## config.mk

```make
export PLATFORM = sky130hd
export DESIGN_NAME = luhn_card_number_check_flat
export DESIGN_NICKNAME = d
export VERILOG_FILES = /design/src/design/lcc_pkg.sv /design/src/design/lcc_if.sv /design/src/design/lcc_luhn_acc.sv /design/src/design/luhn_card_number_check.sv /design/src/flat_wrapper.sv
export SDC_FILE = /design/constraint.sdc
export NUM_CORES = 1
export LEC_CHECK = 0
export BUFFER_PORTS_ARGS = -buffer_cell sky130_fd_sc_hd__buf_2
export CAP_MARGIN = 10
export CORE_MARGIN = 1
export CORE_UTILIZATION = 50
export CTS_CLUSTER_DIAMETER = 80
export DETAILED_ROUTE_END_ITERATION = 6
export PLACE_DENSITY = 0.68
export SYNTH_ARGS = -nofsm -noshare
export SYNTH_HDL_FRONTEND = slang
export SYNTH_HIERARCHICAL = 1
export SYNTH_SLANG_ARGS = --single-unit
```

## constraint.sdc

```tcl
create_clock -name clk -period 5.3 [get_ports clk]
set_input_delay 0.53 -clock clk [delete_from_list [all_inputs] [get_ports clk]]
set_output_delay 0.53 -clock clk [all_outputs]
set_load 0.05 [all_outputs]
```

## src/design/lcc_pkg.sv

```systemverilog
// Package with the types, constants and helper functions of the Luhn card number check.
`default_nettype none

package lcc_pkg;

    localparam int MAX_DIGITS = 19;
    localparam int COUNT_W    = 5;
    localparam int DIGIT_W    = 4;
    localparam int CLASS_W    = 2;

    localparam logic [COUNT_W-1:0] COUNT_MAX   = 5'd31;
    localparam logic [COUNT_W-1:0] DIGIT_LIMIT = COUNT_W'(MAX_DIGITS);
    localparam logic [COUNT_W-1:0] LEN_SHORT   = 5'd13;
    localparam logic [COUNT_W-1:0] LEN_MID     = 5'd15;
    localparam logic [COUNT_W-1:0] LEN_LONG    = 5'd16;

    localparam logic [CLASS_W-1:0] CLASS_UNKNOWN = 2'd0;
    localparam logic [CLASS_W-1:0] CLASS_3X      = 2'd1;
    localparam logic [CLASS_W-1:0] CLASS_5X      = 2'd2;
    localparam logic [CLASS_W-1:0] CLASS_4X      = 2'd3;

    typedef struct packed {
        logic [DIGIT_W-1:0] digit;
        logic               last_digit;
    } lcc_item_t;

    typedef struct packed {
        logic               valid_res;
        logic [CLASS_W-1:0] issuer_class;
        logic [COUNT_W-1:0] digit_total;
    } lcc_result_t;

    // Doubling step of the Luhn scheme: 2d, or 2d - 9 when that reaches ten.
    function automatic logic [DIGIT_W-1:0] luhn_double(input logic [DIGIT_W-1:0] d);
        logic [DIGIT_W:0] t;
        begin
            t = {d, 1'b0};
            if (t >= 5'd10)
            begin
                t = t - 5'd9;
            end
            luhn_double = t[DIGIT_W-1:0];
        end
    endfunction

    // Sum of two values below ten, reduced mod ten.
    function automatic logic [DIGIT_W-1:0] add_mod10(input logic [DIGIT_W-1:0] a,
                                                     input logic [DIGIT_W-1:0] b);
        logic [DIGIT_W:0] t;
        begin
            t = {1'b0, a} + {1'b0, b};
            if (t >= 5'd10)
            begin
                t = t - 5'd10;
            end
            add_mod10 = t[DIGIT_W-1:0];
        end
    endfunction

    function automatic logic [CLASS_W-1:0] classify(input logic [COUNT_W-1:0] total,
                                                    input logic [DIGIT_W-1:0] a,
                                                    input logic [DIGIT_W-1:0] b);
        begin
            if (total < 5'd2)
            begin
                classify = CLASS_UNKNOWN;
            end
            else if (a == 4'd3 && (b == 4'd4 || b == 4'd7))
            begin
                classify = CLASS_3X;
            end
            else if (a == 4'd5 && b >= 4'd1 && b <= 4'd5)
            begin
                classify = CLASS_5X;
            end
            else if (a == 4'd4)
            begin
                classify = CLASS_4X;
            end
            else
            begin
                classify = CLASS_UNKNOWN;
            end
        end
    endfunction

endpackage

`default_nettype wire

```

## src/design/lcc_if.sv

```systemverilog
// Handshake interfaces for the digit requests and the result requests.
`default_nettype none

interface lcc_digit_if;
    logic       valid;
    logic       ready;
    logic [3:0] digit;
    logic       last_digit;

    modport source (output valid, output digit, output last_digit, input ready);
    modport sink   (input valid, input digit, input last_digit, output ready);
endinterface

interface lcc_result_if;
    logic       valid;
    logic       ready;
    logic       valid_res;
    logic [1:0] issuer_class;
    logic [4:0] digit_total;

    modport source (output valid, output valid_res, output issuer_class, output digit_total,
                    input ready);
    modport sink   (input valid, input valid_res, input issuer_class, input digit_total,
                    output ready);
endinterface

`default_nettype wire

```

## src/design/lcc_luhn_acc.sv

```systemverilog
// Running Luhn sums, digit count and prefix store, with the final verdict logic.
`default_nettype none

module lcc_luhn_acc
    import lcc_pkg::*;
(
    input  wire logic        clk,
    input  wire logic        rst_n,
    input  wire logic        step,
    input  wire lcc_item_t   item,
    output lcc_result_t      res
);

    logic [DIGIT_W-1:0] even_acc_reg, even_acc_next;
    logic [DIGIT_W-1:0] odd_acc_reg, odd_acc_next;
    logic [COUNT_W-1:0] count_reg, count_next;
    logic [DIGIT_W-1:0] first_reg, first_next;
    logic [DIGIT_W-1:0] second_reg, second_next;

    logic [DIGIT_W-1:0] d;
    logic [DIGIT_W-1:0] dd;
    logic [DIGIT_W-1:0] sel_sum;
    logic               len_ok;
    logic [CLASS_W-1:0] cls;

    always_comb
    begin
        d  = (item.digit > 4'd9) ? 4'd9 : item.digit;
        dd = luhn_double(d);

        even_acc_next = even_acc_reg;
        odd_acc_next  = odd_acc_reg;
        first_next    = first_reg;
        second_next   = second_reg;

        if (count_reg < DIGIT_LIMIT)
        begin
            if (!count_reg[0])
            begin
                even_acc_next = add_mod10(even_acc_reg, dd);
                odd_acc_next  = add_mod10(odd_acc_reg, d);
            end
            else
            begin
                even_acc_next = add_mod10(even_acc_reg, d);
                odd_acc_next  = add_mod10(odd_acc_reg, dd);
            end
            if (count_reg == 5'd0)
            begin
                first_next = d;
            end
            else if (count_reg == 5'd1)
            begin
                second_next = d;
            end
        end

        count_next = (count_reg < COUNT_MAX) ? count_reg + 5'd1 : count_reg;

        cls     = classify(count_next, first_next, second_next);
        sel_sum = count_next[0] ? odd_acc_next : even_acc_next;
        len_ok  = (count_next == LEN_SHORT) || (count_next == LEN_MID) ||
                  (count_next == LEN_LONG);

        res.valid_res    = len_ok && (cls != CLASS_UNKNOWN) && (sel_sum == 4'd0);
        res.issuer_class = cls;
        res.digit_total  = count_next;
    end

    always_ff @(posedge clk or negedge rst_n)
    begin
        if (!rst_n)
        begin
            even_acc_reg <= '0;
            odd_acc_reg  <= '0;
            count_reg    <= '0;
            first_reg    <= '0;
            second_reg   <= '0;
        end
        else if (step)
        begin
            if (item.last_digit)
            begin
                even_acc_reg <= '0;
                odd_acc_reg  <= '0;
                count_reg    <= '0;
                first_reg    <= '0;
                second_reg   <= '0;
            end
            else
            begin
                even_acc_reg <= even_acc_next;
                odd_acc_reg  <= odd_acc_next;
                count_reg    <= count_next;
                first_reg    <= first_next;
                second_reg   <= second_next;
            end
        end
    end

endmodule

`default_nettype wire

```

## src/design/luhn_card_number_check.sv

```systemverilog
// Top level of the Luhn card number check: input register, accumulator and result register.
// A final digit is held in the input register, and its result is captured in the result register.
// One digit per cycle is taken, except while a final digit waits on a stalled result.
// A final digit waits in the input register while the previous result is still stalled.
// Reset clears the sums, the digit count, the stored prefix and both valid flags.
`default_nettype none

module luhn_card_number_check
    import lcc_pkg::*;
(
    input  wire logic clk,
    input  wire logic rst_n,
    lcc_digit_if.sink     digits,
    lcc_result_if.source  results
);

    logic        in_vld_reg;
    lcc_item_t   in_item_reg;
    logic        res_vld_reg;
    lcc_result_t res_reg;
    lcc_result_t acc_res;
    logic        out_free;
    logic        proceed;
    logic        in_take;

    assign out_free = !res_vld_reg || results.ready;
    assign proceed  = in_vld_reg && (!in_item_reg.last_digit || out_free);
    assign in_take  = digits.valid && digits.ready;

    assign digits.ready = !in_vld_reg || proceed;

    lcc_luhn_acc u_acc (
        .clk   (clk),
        .rst_n (rst_n),
        .step  (proceed),
        .item  (in_item_reg),
        .res   (acc_res)
    );

    always_ff @(posedge clk or negedge rst_n)
    begin
        if (!rst_n)
        begin
            in_vld_reg <= 1'b0;
        end
        else if (digits.ready)
        begin
            in_vld_reg <= digits.valid;
        end
    end

    always_ff @(posedge clk)
    begin
        if (in_take)
        begin
            in_item_reg.digit      <= digits.digit;
            in_item_reg.last_digit <= digits.last_digit;
        end
    end

    always_ff @(posedge clk or negedge rst_n)
    begin
        if (!rst_n)
        begin
            res_vld_reg <= 1'b0;
        end
        else if (out_free)
        begin
            res_vld_reg <= proceed && in_item_reg.last_digit;
        end
    end

    always_ff @(posedge clk)
    begin
        if (out_free && proceed && in_item_reg.last_digit)
        begin
            res_reg <= acc_res;
        end
    end

    assign results.valid        = res_vld_reg;
    assign results.valid_res    = res_reg.valid_res;
    assign results.issuer_class = res_reg.issuer_class;
    assign results.digit_total  = res_reg.digit_total;

endmodule

`default_nettype wire

```

## src/flat_wrapper.sv

```systemverilog
// flat-port wrapper written by rule: the top's interface ports become plain ports
module luhn_card_number_check_flat import lcc_pkg::*;
  (clk, rst_n, digits_valid, digits_digit, digits_last_digit, digits_ready, results_valid, results_valid_res, results_issuer_class, results_digit_total, results_ready);
  lcc_digit_if digits_i ();
  lcc_result_if results_i ();
  input  wire logic clk;
  input  wire logic rst_n;
  input wire logic [$bits(digits_i.valid)-1:0] digits_valid;
  input wire logic [$bits(digits_i.digit)-1:0] digits_digit;
  input wire logic [$bits(digits_i.last_digit)-1:0] digits_last_digit;
  output wire logic [$bits(digits_i.ready)-1:0] digits_ready;
  output wire logic [$bits(results_i.valid)-1:0] results_valid;
  output wire logic [$bits(results_i.valid_res)-1:0] results_valid_res;
  output wire logic [$bits(results_i.issuer_class)-1:0] results_issuer_class;
  output wire logic [$bits(results_i.digit_total)-1:0] results_digit_total;
  input wire logic [$bits(results_i.ready)-1:0] results_ready;
  assign digits_i.valid = digits_valid;
  assign digits_i.digit = digits_digit;
  assign digits_i.last_digit = digits_last_digit;
  assign digits_ready = digits_i.ready;
  assign results_valid = results_i.valid;
  assign results_valid_res = results_i.valid_res;
  assign results_issuer_class = results_i.issuer_class;
  assign results_digit_total = results_i.digit_total;
  assign results_i.ready = results_ready;
  luhn_card_number_check u_core (.clk(clk), .rst_n(rst_n), .digits(digits_i), .results(results_i));
endmodule
```

Word level (Yosys, flattened, before mapping) --
Index checks and enable logic that the tools add are counted.
Storage, ports and cells: bits in registers 36, output and inout port bits 10, word-level logic and storage cells 90
Operators by class: $add $sub $neg 10, order comparisons 11, equality and inequality tests 9, mux-type cells 26, reductions and logical operators 22
Operators with widths (number):
- $mux W4 | 20
- $ge A5 B4 Y1 const B | 5
- $add A4 B4 Y5 | 4
- $sub A4 B4 Y4 const B | 5
- $eq A4 B3 Y1 const B | 4
- $eq A5 B4 Y1 const B | 2
- $logic_and A1 B1 Y1 | 10
- $lt A5 B5 Y1 const B | 2
- $mux W5 | 2
- $mux W2 | 4
- $logic_or A1 B1 Y1 | 6
- $add A5 B1 Y5 const B | 1
- $eq A5 B1 Y1 const B | 1
- $eq A5 B5 Y1 const B | 1
- $logic_not A5 Y1 | 1
- $lt A5 B2 Y1 const B | 1
- $eq A4 B2 Y1 const B | 1
- $ge A4 B1 Y1 const B | 1
- $gt A4 B4 Y1 const B | 1
- $le A4 B3 Y1 const B | 1
- $logic_not A4 Y1 | 1
- $logic_not A1 Y1 | 3
- $reduce_bool A2 Y1 | 1

Logic depth before layout (Yosys ltp) --
Gate-level depths: netlist of run 1.
depth in word-level cells 14, mapped depth 18

Cells and area by module --
Netlist of run 1, hierarchy kept.
Modules (own cells, without submodules):
- lcc_luhn_acc | times used 1, cells an instance 306, area an instance 2596.2 um2, seq. area each 525.5 um2
- luhn_card_number_check | times used 1, cells an instance 23, area an instance 511.7 um2, seq. area each 440.4 um2

Worst setup path after synthesis of run 1 --
Ideal clock, no wire load.
kind register -> register, from register u_core/in_item_reg[2] (netlist name), to register u_core.res_reg, in the netlist u_core/results.valid_res (data pin), data arrival time 4155 ps, slack 885 ps, cell stages (with the launch flop) 19, path buffers 0, clock period less this slack 4415 ps, cells stage by stage edfxtp_1 > or2_2 > a21oi_1 > inv_1 > ha_1 > a211oi_1 > inv_1 > xnor2_1 > inv_1 > fa_1 > xor2_1 > ha_1 > inv_1 > a2111oi_1 > o22a_1 > nor2_1 > a221o_1 > o2111ai_1 > nand2_1
RTL lines:
- from (decl) | RTL line luhn_card_number_check.sv:18 | lcc_item_t in_item_reg;
- to (signal assigned) | RTL line luhn_card_number_check.sv:77 | res_reg <= acc_res;
- to (decl) | RTL line luhn_card_number_check.sv:20 | lcc_result_t res_reg;

==> results.yml, run 1 <==
outcome:
  outcome: "completed"
detailed_routing:
  final_antenna_net_count: 0
  dr_wl_met3_um: 496
  highest_layer: "met4"
  routed-via-count: 2652
  drc: 0
  wire_per_inst_um: 17.8
  drt_iter0_markers: 261
  via_per_inst: 6.31
  drtPass1Iterations: 5
  wl_um: 7460
  wl_met1_um: 3580
  met2_wirelength_um: 3280
synth:
  ys_types: 74
  ys_seq_elements: 36
  synthArstFlopShare_pct: 63.9
  synth.area.top_cells: "dfrtp_1, edfxtp_1, ha_1, inv_1, a21oi_1"
  yosys.area.top_type_share_pct: 18.5
  syn_inst: 329
  synth_commonest_cells: "inv_1, ha_1, dfrtp_1"
  synth.avg_cell_area_um2: 9.45
  synth_area_mm2: 0.00311
  synth_top_area_cell: "dfrtp_1"
  yosysMostFrequentCell: "inv_1"
  ys.flop_type: "dfrtp_1"
  ys_warn_count: 6
  synth_edf_count: 13
  ys_seq_area_share_pct: 31.1
  syn_nets: 367
power:
  powerDensity_mw_per_mm2: 452
  ir_worst_vdd_uv: 304
  power.leakage_uw: 0.00147
timing:
  max_freq_mhz: 208
  tns_ns: 0
  period_share_pct: 90.7
  rsz0062_at_grt: "false"
  relSlewSlack_pct: 37.2
  finClkSkew_ns: 0.00567
  min_period_ns: 4.80
  tightest_slew_ns: 0.918
  maxSlewViolCount: 0
  hold_slack_ns: 0.214
  final_hold_viol_count: 0
  finalSetupViolations: 0
cts:
  insertion_delay_ns: 0.28
  cts.sinks: 36
  post_cts_buffers: 0
  h-tree-depth: 2
  cts.repair.resized: 0
  clockRootBuffer: "clkbuf_8"
  path_clk_slew_ns: 0.07
  cts_buffer_depth: 2
  cts_buffers: 5
  cts_tree: "yes"
  holdBufCountCts: 0
global_route:
  antenna_found_initial: 0
  grt_overflow: 0
  grt_pass1_vias: 2472
  grt_pass1_wl_um: 12100
  grt_max_degree: 24
  grt.total_usage_pct: 24.3
worst_setup_path:
  path_cells: "a211oi_1, inv_1, ha_1, a211oi_1, inv_1, xnor2_1, inv_1, fa_1, xor2_1, ha_1, inv_1, a2111oi_1, o22a_1, nor2_1, a221o_1, o2111ai_1, nand2_1"
  crit_type: "register to register"
  cp.required_ns: 5.34
  cp.arrival_ns: 4.84
  start_kind: "register"
  crit_slowest_cell: "edfxtp_1"
  crit_fanout: 15
  path_delay_family: "compound AO/OA/AOI/OAI gates"
  critPathBufInv: 4
  critPathMaxStageDelay_ns: 0.65
  crit_path_end_kind: "register"
  cpMostUsedCell: "inv_1"
die:
  ios: 19
  initial_utilization_pct: 52.2
  rows: 28
  die_area_mm2: 0.00654
  die_y_um: 80.8
  coreArea_mm2: 0.00596
  die_x_um: 80.8
cells_and_area:
  regArea_um2: 966
  n_antenna_cell: 0
  fin_nets: 382
  nFillCells: 548
  layout-drive-gt1-share_pct: 12.8
  multiInputGateArea_mm2: 0.00198
  area_growth_pct: 7.57
place:
  portBuffers: 18
  hpwl_um: 5630
  gp_congestion: 0.933
flow_run:
  maxCapViolations: 0
worst_hold_path:
  hold_path.class: "input port to async pin"
-- path summary, 6_finish.rpt --
| path | slack [ns] | from | cells past startpoint | to |
|---|---|---|---|---|
| setup / recovery | 0.50 | u_core/in_item_reg[4] | 17 | u_core/results.valid_res |
| hold / removal | 0.21 | rst_n | 1 | u_core/u_acc/count_reg[3] |
| setup reg to reg | 0.50 | u_core/in_item_reg[4] | 17 | u_core/results.valid_res |
| hold reg to reg | 0.53 | u_core/u_acc/first_reg[0] | 1 | u_core/u_acc/first_reg[0] |
| max in group asynchronous | 4.73 | rst_n | 1 | u_core/u_acc/even_acc_reg[1] |
| min in group clk | 0.42 | digits_digit[3] | 1 | u_core/in_item_reg[4] |
-- cell type report --
type,instances,share of cell area (%)
Clock buffer,7,2.58
Inverter,27,3.03
Sequential cell,36,28.9
Multi-Input combinational cell,253,59.1
Clock inverter,1,0.225
Timing Repair Buffer,21,3.37
Tap cell,75,2.81
-- through the flow --
stage | total power [uW] | worst slack, ns | std cells | instance area (um^2) | util (%)
final | 1510 | 0.495 | 420 | 3340 | 56.1
after CTS | 1500 | 0.551 | 420 | 3340 | 56.1
after global routing | 1630 | 0.0780 | 420 | 3340 | 56.1
after detailed placement | 1290 | 0.567 | 412 | 3250 | 54.6
after global placement | 1280 | 0.684 | 412 | 3250 | 54.6
after floorplan | 1110 | 0.885 | 329 | 3110 | -
-- cell usage in the layout (no fill, tap or decap), types with 4 or more instances in the layout --
| cell | synthesis | final |
|---|---|---|
| xnor2_1 | 5 | 5 |
| nor3b_1 | 8 | 8 |
| nor2_1 | 18 | 18 |
| a21oi_1 | 18 | 18 |
| or3_1 | 4 | 4 |
| inv_1 | 26 | 26 |
| fa_1 | 4 | 4 |
| ha_1 | 25 | 25 |
| and2_1 | 6 | 6 |
| buf_2 | 1 | 18 |
| o2bb2ai_1 | 5 | 5 |
| o2111ai_1 | 6 | 6 |
| o21ai_0 | 13 | 13 |
| nor2b_1 | 4 | 4 |
| nand3_1 | 9 | 9 |
| dfrtp_1 | 23 | 23 |
| edfxtp_1 | 13 | 13 |
| clkbuf_8 | 0 | 6 |
| nor3_1 | 5 | 5 |
| a32o_1 | 6 | 6 |
| a211oi_1 | 7 | 7 |
| a21o_1 | 7 | 7 |
| nand2_1 | 16 | 16 |
| nand2b_1 | 11 | 11 |
| a22oi_1 | 4 | 4 |
-- worst reg2reg max path, stage by stage, from the launching register on --
cell and delay (ns):
edfxtp_1 0.65, a211oi_1 0.46, inv_1 0.08, ha_1 0.22
a211oi_1 0.31, inv_1 0.15, xnor2_1 0.30, inv_1 0.15
fa_1 0.44, xor2_1 0.29, ha_1 0.24, inv_1 0.09
a2111oi_1 0.34, o22a_1 0.23, nor2_1 0.06, a221o_1 0.32
o2111ai_1 0.18, nand2_1 0.07
-- where the power goes --
part	internal, uW	switching (uW)	total [uW]
Clock	106	95.4	201
Combinational	395	513	907
Sequential	333	71.1	404
Total	833	679	1510
-- cell families (layout without fill, tap and decap cells) --
logic type	count (synthesis)	after routing	share of synthesized area (%)
XOR/XNOR	8	8	2.25
flip-flops	36	36	31.1
multiplexers	7	7	2.46
adder cells (fa/ha/maj)	29	29	12.6
buffers and inverters	40	56	5.35
AO/OA/AOI/OAI	110	110	27.2
AND/OR/NAND/NOR	99	99	19.0
-- metal layers --
metal | vias up | track usage (%)
met5 | - | 0
met4 | 0 | 5.89
met3 | 10 | 3.60
met2 | 98 | 37.1
met1 | 1258 | 35.9
li1 | 1286 | -
(Power assumes the default switching activity.)
==> inputs of run 2 (changes only) <==
PLACE_DENSITY = 0.73   (was 0.68)
==> results.yml, run 2 (synthesized netlist as in run 1, its figures left out) <==
outcome:
  outcome: "completed"
power:
  power.leakage_uw: 0.00147
  pwr-share-clk_pct: 14.1
  p_seq_share_pct: 26.3
  pwr-share-comb_pct: 59.6
  p_total_uw: 1520
  p_sw_uw: 672
  p_int_uw: 847
  powerDensity_mw_per_mm2: 453
  ir_worst_vdd_uv: 213
  swShare_pct: 44.2
detailed_routing:
  routed-via-count: 2671
  drt_iter0_markers: 238
  final_antenna_net_count: 0
  drtPass1Iterations: 5
  wire_per_inst_um: 17.4
  drc: 0
  wl_um: 7290
  via_per_inst: 6.36
die:
  die_x_um: 80.8
  coreArea_mm2: 0.00596
  die_y_um: 80.8
  initial_utilization_pct: 52.2
  ios: 19
  rows: 28
  die_area_mm2: 0.00654
flow_run:
  maxCapViolations: 0
cts:
  holdBufCountCts: 0
  path_clk_slew_ns: 0.07
  clockRootBuffer: "clkbuf_8"
  cts.repair.resized: 0
  cts_tree: "yes"
  insertion_delay_ns: 0.29
  h-tree-depth: 2
  post_cts_buffers: 0
  cts.sinks: 36
  cts_buffer_depth: 2
  cts_buffers: 5
place:
  placed_cell_area_mm2: 0.00325
  hpwl_um: 5580
  portBuffers: 18
  dp_cells: 412
  pre_cts_slack_ns: 0.483
  gp_congestion: 0.868
worst_setup_path:
  crit_path_end_kind: "register"
  crit_fanout: 8
  cp.arrival_ns: 4.92
  cp.required_ns: 5.33
  start_kind: "register"
  crit_type: "register to register"
global_route:
  antenna_found_initial: 0
  grt_overflow: 0
  grt.total_usage_pct: 23.7
  grt_pass1_vias: 2417
  grt_max_degree: 24
  grt_pass1_wl_um: 11800
timing:
  fin_ws_ns: 0.412
  min_period_ns: 4.89
  max_freq_mhz: 205
  relSlewSlack_pct: 49.2
  finClkSkew_ns: 0.00945
  tns_ns: 0
  period_share_pct: 92.2
  final_hold_viol_count: 0
  rsz0062_at_grt: "false"
  maxSlewViolCount: 0
  tightest_slew_ns: 0.759
  finalSetupViolations: 0
cells_and_area:
  nFillCells: 525
  finalNonFillerCells: 420
  final_common_cell: "inv_1"
  fin_area_mm2: 0.00335
  multiInputGateArea_mm2: 0.00198
  final_cell_mix: "inv_1, ha_1, dfrtp_1"
  area_growth_pct: 7.77
  n_antenna_cell: 0
  fin_nets: 382
  layout-drive-gt1-share_pct: 12.8
  regArea_um2: 966
worst_hold_path:
  hold_path.class: "input port to async pin"
==> run 2: cell types whose count changed in the layout (fill, tap and decap cells not counted) <==
cell        before  now
clkbuf_8         6    7
clkinvlp_4       1    0
==> run 2: area by class of cell <==
type	count	area share (%)
timing repair buffer	21	3.36
tap	75	2.80
sequential	36	28.8
clock buffer	8	2.99
multi-input combinational	253	59.0
inverter	27	3.03
==> run 2: critical path, stage by stage, from the launching register on <==
cell and delay (ns):
edfxtp_1 0.51, or2_2 0.35, a21oi_1 0.20, inv_1 0.06, ha_1 0.19, a211oi_1 0.37, inv_1 0.16, xnor2_1 0.29
inv_1 0.15, fa_1 0.44, xor2_1 0.30, ha_1 0.25, inv_1 0.09, a2111oi_1 0.36, o22a_1 0.24, nor2_1 0.06
a221o_1 0.33, o2111ai_1 0.19, nand2_1 0.08
==> run 2: path summary, 6_finish.rpt <==
path | startpoint | to | slack (ns) | depth (start not counted)
setup / recovery | u_core/in_item_reg[2] | u_core/results.valid_res | 0.41 | 18
min in group clk | digits_digit[1] | u_core/in_item_reg[2] | 0.42 | 1
hold reg to reg | u_core/u_acc/first_reg[0] | u_core/u_acc/first_reg[0] | 0.52 | 1
hold / removal | rst_n | u_core/u_acc/count_reg[4] | 0.22 | 1
setup reg to reg | u_core/in_item_reg[2] | u_core/results.valid_res | 0.41 | 18
max in group asynchronous | rst_n | u_core/u_acc/second_reg[1] | 4.71 | 1
==> run 2: per-stage QoR <==
step	hold WS (ns)	util (%)
4_1_cts	0.240	56.2
3_5_place_dp	0.498	54.6
6_report	0.221	56.2
3_3_place_gp	0.499	54.6
2_1_floorplan	0.234	-
5_1_grt	0.266	56.2
==> run 2: power groups by stage <==
stage / logic [uW] / clock network, uW / registers, uW
6_report: 905 / 214 / 399
5_1_grt: 1010 / 229 / 406
4_1_cts: 896 / 217 / 398
3_5_place_dp: 889 / 0 / 403
3_3_place_gp: 873 / 0 / 404
2_1_floorplan: 716 / 0 / 394
==> run 2: layer usage <==
metal	track usage [%]	wire length [um]	vias up	share of wire (%)
met5	0	0	-	0
met4	7.86	133	0	1.8
met1	32.8	3480	1280	48
met3	3.93	370	14	5.1
met2	37.5	3300	85	45
li1	-	-	1292	-
==> inputs of run 3 (changes only) <==
CORE_ASPECT_RATIO = 1.1   (was default)
==> results.yml, run 3 (synthesized netlist as in run 1, its figures left out) <==
die:
  die_x_um: 77.2
  initial_utilization_pct: 52.9
  rows: 29
  coreArea_mm2: 0.00588
  die_area_mm2: 0.00654
  ios: 19
  die_y_um: 84.7
place:
  placed_cell_area_mm2: 0.00325
  gp_congestion: 0.954
  pre_cts_slack_ns: 0.624
  portBuffers: 18
  hpwl_um: 5520
timing:
  tightest_slew_ns: 1.04
  relSlewSlack_pct: 28.8
  finalSetupViolations: 0
  rsz0062_at_grt: "false"
  maxSlewViolCount: 0
  finClkSkew_ns: 0.00649
  max_freq_mhz: 210
  tns_ns: 0
  min_period_ns: 4.75
  period_share_pct: 89.7
  fin_ws_ns: 0.546
  final_hold_viol_count: 0
flow_run:
  maxCapViolations: 0
worst_setup_path:
  crit_path_end_kind: "register"
  cp.arrival_ns: 4.79
  cp.required_ns: 5.33
  crit_fanout: 8
  crit_slowest_cell: "edfxtp_1"
  path_cells: "or2_2, a21oi_1, buf_4, inv_1, ha_1, a211oi_1, inv_1, xnor2_1, inv_1, fa_1, xor2_1, ha_1, inv_1, a2111oi_1, o22a_1, nor2_1, a221o_1, o2111ai_1, nand2_1"
  crit_type: "register to register"
  start_kind: "register"
  cpMostUsedCell: "inv_1"
  critPathMaxStageDelay_ns: 0.47
power:
  pwr-share-clk_pct: 13.1
  ir_worst_vdd_uv: 234
  swShare_pct: 45.1
  p_sw_uw: 680
  p_int_uw: 829
  power.leakage_uw: 0.00147
  p_seq_share_pct: 26.8
  powerDensity_mw_per_mm2: 451
  pwr-share-comb_pct: 60.1
cells_and_area:
  n_antenna_cell: 0
  layout-drive-gt1-share_pct: 13.0
  final_cell_mix: "inv_1, ha_1, dfrtp_1"
  final_common_cell: "inv_1"
  area_growth_pct: 7.61
  fin_area_mm2: 0.00334
  fin_nets: 382
cts:
  cts_tree: "yes"
  cts_buffer_depth: 2
  h-tree-depth: 2
  clockRootBuffer: "clkbuf_8"
  insertion_delay_ns: 0.28
  cts_buffers: 5
  cts.repair.resized: 0
  holdBufCountCts: 0
  cts.sinks: 36
  post_cts_buffers: 0
  path_clk_slew_ns: 0.07
detailed_routing:
  drt_iter0_markers: 205
  routed-via-count: 2701
  drtPass1Iterations: 6
  wire_per_inst_um: 17.0
  final_antenna_net_count: 0
  drc: 0
  via_per_inst: 6.40
  wl_um: 7170
outcome:
  outcome: "completed"
global_route:
  antenna_found_initial: 0
  grt.total_usage_pct: 23.1
  grt_pass1_wl_um: 12000
  grt_max_degree: 24
  grt_pass1_vias: 2489
  grt_overflow: 0
worst_hold_path:
  hold_path.class: "input port to async pin"
[run 3: power groups by stage]
stage / logic (uW) / clock network, uW / registers, uW
floorplan: 716 / 0 / 394
global placement: 874 / 0 / 407
detailed placement: 890 / 0 / 408
CTS: 895 / 201 / 403
global route: 1010 / 216 / 411
finish: 907 / 197 / 405
[run 3: layout make-up]
cell class                      count  area (um^2)
Timing Repair Buffer               21          113
Multi-Input combinational cell    253         1980
Sequential cell                    36          966
Fill cell                         536         2530
Tap cell                           77         96.3
Clock inverter                      2         10.0
Clock buffer                        6         82.6
Inverter                           27          101
[run 3: per-stage QoR]
| stage | total power, uW | cells | hold WS (ns) | utilization [%] |
|---|---|---|---|---|
| 2_1_floorplan | 1110 | 329 | 0.234 | - |
| 3_3_place_gp | 1280 | 414 | 0.504 | 55.3 |
| 4_1_cts | 1500 | 422 | 0.232 | 56.9 |
| 5_1_grt | 1630 | 422 | 0.257 | 56.9 |
| 6_report | 1510 | 422 | 0.229 | 56.9 |
| 3_5_place_dp | 1300 | 414 | 0.503 | 55.3 |
[run 3: final timing paths]
check | start | endpoint | slack (ns) | cells after the start
max | u_core/in_item_reg[2] | u_core/results.valid_res | 0.55 | 19
min | rst_n | u_core/results.valid | 0.23 | 1
max reg2reg | u_core/in_item_reg[2] | u_core/results.valid_res | 0.55 | 19
min reg2reg | u_core/u_acc/first_reg[1] | u_core/u_acc/first_reg[1] | 0.52 | 1
max in group asynchronous | rst_n | u_core/u_acc/second_reg[1] | 4.71 | 1
min in group clk | digits_last_digit | u_core/in_item_reg[0] | 0.43 | 1
[run 3: metal layers]
metal	global-route usage [%]	routed length [um]	up-vias
li1	-	-	1295
met1	30.7	3280	1292
met2	38.2	3380	100
met3	3.26	336	14
met4	8.40	172	0
met5	0	0	-
[run 3: critical path, delay by kind of cell (launching register included)]
family | cells | cell delay [ns]
flip-flops | 1 | 0.47
adder cells (fa/ha/maj) | 3 | 0.87
XOR/XNOR | 2 | 0.55
AND/OR/NAND/NOR | 3 | 0.47
AO/OA/AOI/OAI | 6 | 1.58
buffers and inverters | 5 | 0.58
